===== config.mk =====
export PLATFORM = sky130hd
export DESIGN_NAME = tptd_order
export DESIGN_NICKNAME = d
export VERILOG_FILES = /design/src/timed_priority_task_dispatcher_defines.svh /design/src/tptd_pkg.sv /design/src/tptd_order.sv
export SDC_FILE = /design/constraint.sdc
export NUM_CORES = 1
export LEC_CHECK = 0
export ABC_AREA = 0
export BUFFER_PORTS_ARGS = -buffer_cell sky130_fd_sc_hd__buf_4
export CORE_AREA = 2 2 184 186
export DETAILED_ROUTE_END_ITERATION = 6
export DIE_AREA = 0 0 186 188
export GPL_TIMING_DRIVEN = 0
export PLACE_DENSITY = 0.42
export RECOVER_POWER = 50
export SYNTH_ARGS = -nofsm -noshare
export SYNTH_HDL_FRONTEND = slang
export SYNTH_SLANG_ARGS = --single-unit

===== constraint.sdc =====
create_clock -name vclk -period 6
set_clock_uncertainty 0.2 [all_clocks]
set_input_delay 0.6 -clock vclk [all_inputs]
set_output_delay 0.6 -clock vclk [all_outputs]
set_load 0.03 [all_outputs]

===== src/timed_priority_task_dispatcher_defines.svh =====
// assertion macros for the task dispatcher
`ifndef TIMED_PRIORITY_TASK_DISPATCHER_DEFINES_SVH
`define TIMED_PRIORITY_TASK_DISPATCHER_DEFINES_SVH
// property that holds on every clock edge outside reset
`define TPD_ASSERT(label, prop, msg) \
    label: assert property (@(posedge i_clk) disable iff (!i_rst_n) (prop)) else $error(msg);
// property that holds on every clock edge, reset included
`define TPD_ASSERT_ALWAYS(label, prop, msg) \
    label: assert property (@(posedge i_clk) (prop)) else $error(msg);
`endif


===== src/tptd_pkg.sv =====
// shared types and constants for the task dispatcher
package tptd_pkg;

    localparam logic [2:0] OP_SUBMIT_NOW = 3'd0;
    localparam logic [2:0] OP_SUBMIT_AT  = 3'd1;
    localparam logic [2:0] OP_BARRIER    = 3'd2;
    localparam logic [2:0] OP_STEP       = 3'd3;
    localparam logic [2:0] OP_ADVANCE    = 3'd4;
    localparam logic [2:0] OP_QUERY      = 3'd5;

    localparam logic [2:0] K_ACCEPTED   = 3'd0;
    localparam logic [2:0] K_DISPATCHED = 3'd1;
    localparam logic [2:0] K_STEP_DONE  = 3'd2;
    localparam logic [2:0] K_ACK        = 3'd3;
    localparam logic [2:0] K_BARRIER    = 3'd4;
    localparam logic [2:0] K_REJECTED   = 3'd5;

    localparam logic CFG_FUZZ_ENABLE = 1'b0;
    localparam logic CFG_FUZZ_SEED   = 1'b1;

    localparam int HASH_SH_A = 13;
    localparam int HASH_SH_B = 7;
    localparam int HASH_SH_C = 17;

    typedef struct packed {
        logic [2:0]  operation;
        logic [63:0] tick_value;
        logic [7:0]  priority_req;
        logic [31:0] barrier_id;
    } t_request;

    typedef struct packed {
        logic [2:0]  kind;
        logic [31:0] task_id;
        logic [63:0] tick_out;
        logic [7:0]  priority_out;
        logic        barrier_reached;
        logic [5:0]  pending_count;
        logic        last;
    } t_result;

    typedef struct packed {
        logic [63:0] tick;
        logic [7:0]  prio;
        logic [63:0] arrival;
        logic [31:0] task_id;
    } t_slot;

    // scan engine states
    typedef enum logic [2:0] {
        S_IDLE,
        S_BAR_SCAN,
        S_TASK_SCAN,
        S_TASK_LAST,
        S_EMIT,
        S_FINISH
    } t_state;

    function automatic logic [63:0] tie_hash(input logic [63:0] arr, input logic [63:0] seed);
        logic [63:0] x;
        x = arr ^ seed;
        x = x ^ (x << HASH_SH_A);
        x = x ^ (x >> HASH_SH_B);
        x = x ^ (x << HASH_SH_C);
        return x;
    endfunction

endpackage


===== src/tptd_order.sv =====
// ordering key compare: is candidate ahead of the current best
module tptd_order (
    input  tptd_pkg::t_slot i_cand,
    input  logic [63:0]     i_cand_hash,
    input  tptd_pkg::t_slot i_best,
    input  logic [63:0]     i_best_hash,
    input  logic            i_fuzz,
    output logic            o_first
);
    always_comb begin
        if (i_cand.tick != i_best.tick) begin
            o_first = i_cand.tick < i_best.tick;
        end else if (i_cand.prio != i_best.prio) begin
            o_first = i_cand.prio < i_best.prio;
        end else if (i_fuzz && (i_cand_hash != i_best_hash)) begin
            o_first = i_cand_hash < i_best_hash;
        end else begin
            o_first = i_cand.arrival < i_best.arrival;
        end
    end
endmodule


==> results_dict.tcl, run 1 <==
set metrics [dict create \
    status "completed" \
    layout-drive-gt1-share_pct 36.2 \
    setup_viol 0 \
    core_area_mm2 0.0331 \
    synth_top_area_share_pct 48.8 \
    antennaDiodeCount 0 \
    synth_top_area_cell "ha_1" \
    grt_max_degree 6 \
    yosysMostFrequentCell "inv_1" \
    report.final.hold_viol_count 0 \
    register_area_um2 0 \
    seq_cells 0 \
    min_period_ns 4.28 \
    worstPathRequired_ns 5.20 \
    min_from "i_cand[135]" \
    synth_cells 721 \
    endpoint_kind "output pin" \
    fin_crit_sh_pct 71.3 \
    io_pins 466 \
    ir_drop_mv 0.0216 \
    dr.pass1.iters 4 \
    postCtsSetupBuffers 0 \
    slew_violations 0 \
    dp_hpwl_mm 21.7 \
    fin_nets 1789 \
    critical_path_class "in2out" \
    relSlewSlack_pct 39.1 \
    ctsHoldBuffers 0 \
    syn_nets 1385 \
    fin_hold_ws_ns 1.76 \
    gp_congestion 0.826 \
    vias_per_cell 3.99 \
    tightest_slew_ns 0.902 \
    fmaxAchievable_ghz 0.234 \
    synth.distinct_cells 40 \
    drt_iter0_markers 98 \
    routed_wl_mm 22.2 \
    die_y_um 188 \
    dpl-instance-area_mm2 0.00868 \
    worstHoldPathType "in2out" \
    syn2layout_area_growth_pct 70.1 \
    antenna_found_initial 1 \
    grt_pass1_wl_mm 32.9 \
    crit_fanout 4 \
    synth_area_per_cell_um2 7.08 \
    antenna_left 0 \
    cap_violations 0 \
    p_leak_nw 5.16 \
    critPathLaunchType "input port" \
    ys_top_cells_by_count "inv_1 (202), ha_1 (199), a21oi_1 (65), nand4_1 (41), nand2_1 (40)" \
    drc_errors 0 \
    grt.total_usage_pct 11.9 \
    gr-total-overflow 0 \
    vias 6270 \
    start_util_pct 15.4 \
    wl_per_cell_um 14.2 \
    power_density_mw_per_mm2 58.8 \
    syn_area_mm2 0.00510 \
    postLayoutCellArea_mm2 0.00868 \
    crit_start "i_cand_hash[61]" \
    yosys_warnings 0 \
    synth_area_leaders "ha_1 (49%), inv_1 (15%), a21oi_1 (6.4%), nand4_1 (5.0%), a21o_1 (3.4%)" \
    arrival_ns 3.48 \
    die_w_um 186 \
    setup_tns_ns 0 \
    dieArea_mm2 0.0350 \
    port_buffers 402 \
    rsz0062_at_grt "no" \
    fp-row-count 67 \
    grt_pass1_vias 6568 \
    post_cts_resized 0 \
    n_clock_buffer 0 \
    ys_seq_area_share_pct 0 \
]
## worst max-delay path, cell delays in order
cell	delay (ns)
buf_4	0.11
ha_1	0.29
nand4_1	0.14
nor3_1	0.55
nand4_1	0.32
o31a_1	0.41
a2111oi_2	0.20
o311ai_0	0.36
o211ai_1	0.29
buf_4	0.20
## cell type report
class | count | area (um2)
Fill cell | 3729 | 24400
Inverter | 202 | 758
Multi-Input combinational cell | 519 | 4340
Tap cell | 448 | 561
Timing Repair Buffer | 402 | 3020
## power by group
part | switching, W | internal, W | total, W
registers | 0 | 0 | 0
clock network | 0 | 0 | 0
logic | 0.000210 | 0.000301 | 0.000510
## cell usage in the layout (no fill, tap or decap), drive strengths merged, types with 2 or more instances in the layout
master / Yosys / routed
nor2b: 3 / 3
nand3: 22 / 22
nand2b: 7 / 7
o21a: 5 / 5
o2111ai: 2 / 2
a21o: 23 / 23
a211oi: 4 / 4
and4: 5 / 5
ha: 199 / 199
nand2: 40 / 40
a2111oi: 5 / 5
a311oi: 2 / 2
nor4: 6 / 6
inv: 202 / 202
o31ai: 3 / 3
nor2: 17 / 17
a221oi: 6 / 6
o211ai: 3 / 3
nand4: 41 / 41
a21oi: 65 / 65
o311ai: 2 / 2
a31oi: 4 / 4
or4: 4 / 4
o21ai: 26 / 26
a2bb2oi: 2 / 2
nor3: 11 / 11
a21boi: 2 / 2
buf: 0 / 402
## through the flow
step | total power, W | instances | util [%] | worst slack [ns]
final | 0.000510 | 1571 | 26.2 | 1.72
after detailed placement | 0.000520 | 1571 | 26.2 | 1.67
after CTS | 0.000523 | 1571 | 26.2 | 1.66
after global placement | 0.000516 | 1571 | 26.2 | 1.69
after global routing | 0.000588 | 1571 | 26.2 | 1.23
after floorplan | 0.000234 | 721 | - | 2.47
## routing by layer
| layer | global-route usage (%) | share of wire [%] | up-vias |
|---|---|---|---|
| met2 | 23.9 | 52 | 240 |
| met5 | 0 | 0.058 | - |
| li1 | - | - | 3343 |
| met3 | 3.90 | 11 | 8 |
| met4 | 0.515 | 0.49 | 2 |
| met1 | 12.4 | 37 | 2677 |
## cells by family (layout without fill, tap and decap cells)
| logic type | count (synthesis) | after routing | share of synthesized area (%) |
|---|---|---|---|
| buffers and inverters | 202 | 604 | 14.9 |
| adder cells (fa/ha/maj) | 199 | 199 | 48.8 |
| AO/OA/AOI/OAI | 162 | 162 | 20.1 |
| AND/OR/NAND/NOR | 158 | 158 | 16.2 |
## path summary, 6_finish.rpt
kind,end,slack [ns],cells after the start
max,o_first,1.72,10
min,o_first,1.76,7
Note: power is estimated with default switching activity, not from simulation.
==> run 2: changes to the inputs <==
--- a/config.mk
+++ b/config.mk
@@ -5,13 +5,13 @@
 export SDC_FILE = /design/constraint.sdc
 export NUM_CORES = 1
 export LEC_CHECK = 0
-export ABC_AREA = 0
+export ABC_AREA = 1
 export BUFFER_PORTS_ARGS = -buffer_cell sky130_fd_sc_hd__buf_4
-export CORE_AREA = 2 2 184 186
+export CORE_AREA = 2 2 180 182
 export DETAILED_ROUTE_END_ITERATION = 6
-export DIE_AREA = 0 0 186 188
+export DIE_AREA = 0 0 182 184
 export GPL_TIMING_DRIVEN = 0
-export PLACE_DENSITY = 0.42
+export PLACE_DENSITY = 0.46
 export RECOVER_POWER = 50
 export SYNTH_ARGS = -nofsm -noshare
 export SYNTH_HDL_FRONTEND = slang
==> constraint.sdc (replaced) <==
create_clock -name vclk -period 3.9
set_clock_uncertainty 0.2 [all_clocks]
set_input_delay 0.39 -clock vclk [all_inputs]
set_output_delay 0.39 -clock vclk [all_outputs]
set_load 0.03 [all_outputs]
==> run 2 against run 1 <==
Compared with the run above:
- critical path depth is 6 higher
- synthesized area is 5.1% higher
- cell area is 2.3% higher
- worst hold slack worse by 0.51 ns
- largest cell class unchanged
- wire length is 7.0% lower
- non-clock buffer count stayed put
- flip-flop and latch count stayed put
- critical path type unchanged
- final cell count is 6.0% higher
- global-route usage is 0.43 points lower
- die area is 4.2% lower
- synthesized cell count is 20% higher
==> results_dict.tcl, run 2 <==
set metrics [dict create \
    fp-row-count 65 \
    arrival_ns 2.39 \
    wl_per_cell_um 12.4 \
    ir_drop_mv 0.0368 \
    p_int_w 0.000459 \
    gr-total-overflow 0 \
    antenna_found_initial 0 \
    synth.distinct_cells 31 \
    syn_nets 1526 \
    die_y_um 184 \
    critPathMaxStageDelay_ns 0.31 \
    syn2layout_area_growth_pct 65.7 \
    min_from "i_cand[167]" \
    grt.total_usage_pct 11.5 \
    fill_cells 3562 \
    synth_cells 862 \
    synth_area_leaders "ha_1 (46%), inv_1 (16%), nand2_1 (12%), a21oi_1 (8.4%), nor2_1 (3.4%)" \
    yosys_warnings 0 \
    final_common_cell "buf_4" \
    p_switching_w 0.000347 \
    antennaDiodeCount 0 \
    report.final.hold_viol_count 0 \
    port_buffers 402 \
    n_clock_buffer 0 \
    die_w_um 182 \
    multi_input_area_mm2 0.00444 \
    tightest_slew_ns 0.505 \
    gp_congestion 0.813 \
    grt_pass1_vias 6451 \
    vias 6480 \
    pwr-share-comb_pct 100.0 \
    yosysMostFrequentCell "inv_1" \
    min_period_ns 2.98 \
    ys_seq_area_share_pct 0 \
    p_leak_nw 5.54 \
    critical_path_class "in2out" \
    setup_viol 0 \
    cp_slowest_cell "o21ai_0" \
    postLayoutCellArea_mm2 0.00888 \
    dp_hpwl_mm 20.2 \
    routed_wl_mm 20.7 \
    swShare_pct 43.0 \
    cpMostUsedCell "nand2_1" \
    drt_iter0_markers 90 \
    grtUsageMet2_pct 21.9 \
    busiest_layer "met2" \
    use_met1_pct 14.1 \
    critPathLaunchType "input port" \
    most-common-layout-cells "buf_4 (402), inv_1 (235), ha_1 (199)" \
    fin_crit_sh_pct 76.4 \
    grt_max_degree 4 \
    vias_per_cell 3.89 \
    fin_nets 1930 \
    status "completed" \
    setup_tns_ns 0 \
    post_cts_resized 0 \
    crit_chain "buf_4 -> inv_1 -> ha_1 -> nand2_1 -> nor2_1 -> nand2_1 -> nor2_2 -> nand2_2 -> o21ai_0 -> nand3_1 -> nor2_1 -> nand2_1 -> nand2_1 -> nand2_1 -> nand2_1 -> buf_4" \
    grt_use_met3_pct 2.14 \
    min_to "o_first" \
    worstHoldPathType "in2out" \
    layout-drive-gt1-share_pct 34.0 \
    sequentialPowerShare_pct 0 \
    dpl-instance-area_mm2 0.00888 \
    antenna_left 0 \
    synth_top_area_share_pct 46.4 \
    cap_violations 0 \
    dr.pass1.iters 4 \
    crit_fanout 3 \
    clockPowerShare_pct 0 \
    worstPathRequired_ns 3.31 \
    postCtsSetupBuffers 0 \
    synth_top_area_cell "ha_1" \
    drc_errors 0 \
    endpoint_kind "output pin" \
    seq_cells 0 \
    start_util_pct 17.1 \
    ys_top_cells_by_count "inv_1 (235), ha_1 (199), nand2_1 (173), a21oi_1 (90), nor2_1 (49)" \
    min_path_cells 8 \
    io_pins 466 \
    power_density_mw_per_mm2 90.7 \
    core_area_mm2 0.0314 \
    grt_pass1_wl_mm 31.4 \
    ctsHoldBuffers 0 \
    slew_violations 0 \
    dieArea_mm2 0.0335 \
    relSlewSlack_pct 66.3 \
    rsz0062_at_grt "no" \
    synth_area_per_cell_um2 6.22 \
    syn_area_mm2 0.00536 \
    register_area_um2 0 \
    fmaxAchievable_ghz 0.336 \
]
[run 2: power by group through the flow]
stage	sequential [W]	combinational, W	clock [W]
2_1_floorplan	0	0.000389	0
3_3_place_gp	0	0.000805	0
3_5_place_dp	0	0.000816	0
4_1_cts	0	0.000822	0
5_1_grt	0	0.000928	0
6_report	0	0.000806	0
[run 2: logic make-up (layout without fill, tap and decap cells)]
kind of cell | after synthesis | after routing | synth area share [%]
compound gates | 140 | 140 | 14.4
buf+inv | 245 | 647 | 17.2
simple gates | 278 | 278 | 22.0
fa+ha+maj | 199 | 199 | 46.4
[run 2: cell type report]
type | instances | area share, %
Inverter | 245 | 10.4
Multi-Input combinational cell | 617 | 50.0
Tap cell | 402 | 5.66
Timing Repair Buffer | 402 | 34.0
[run 2: critical path, delay by kind of cell]
family                   cells  cell delay, ns
AO/OA/AOI/OAI                1            0.31
adder cells (fa/ha/maj)      1            0.28
buffers and inverters        3            0.29
AND/OR/NAND/NOR             11            1.12
[run 2: worst max path at each step]
| stage | start | slack, ns | end | cells after the start |
|---|---|---|---|---|
| finish | i_best_hash[55] | 0.92 | o_first | 16 |
| global route | i_best_hash[55] | 0.59 | o_first | 16 |
| CTS | i_best_hash[55] | 0.87 | o_first | 16 |
| detailed placement | i_best_hash[55] | 0.88 | o_first | 16 |
| global placement | i_best_hash[55] | 0.86 | o_first | 16 |
| floorplan | i_best_hash[63] | 1.56 | o_first | 14 |
[run 2: per-stage QoR]
stage          setup WS [ns]  hold slack, ns  instances  total power (W)  utilization (%)
5_1_grt                0.589            1.29       1666         0.000928             28.3
3_3_place_gp           0.861            1.23       1666         0.000805             28.3
4_1_cts                0.869            1.24       1666         0.000822             28.3
6_report               0.920            1.25       1666         0.000806             28.3
3_5_place_dp           0.878            1.23       1666         0.000816             28.3
2_1_floorplan           1.56            1.03        862         0.000389                -
[run 2: layer usage]
layer | up-vias | share of wire, %
li1 | 3572 | -
met1 | 2693 | 42
met2 | 211 | 50
met3 | 4 | 7.2
met4 | 0 | 0.39
met5 | - | 0
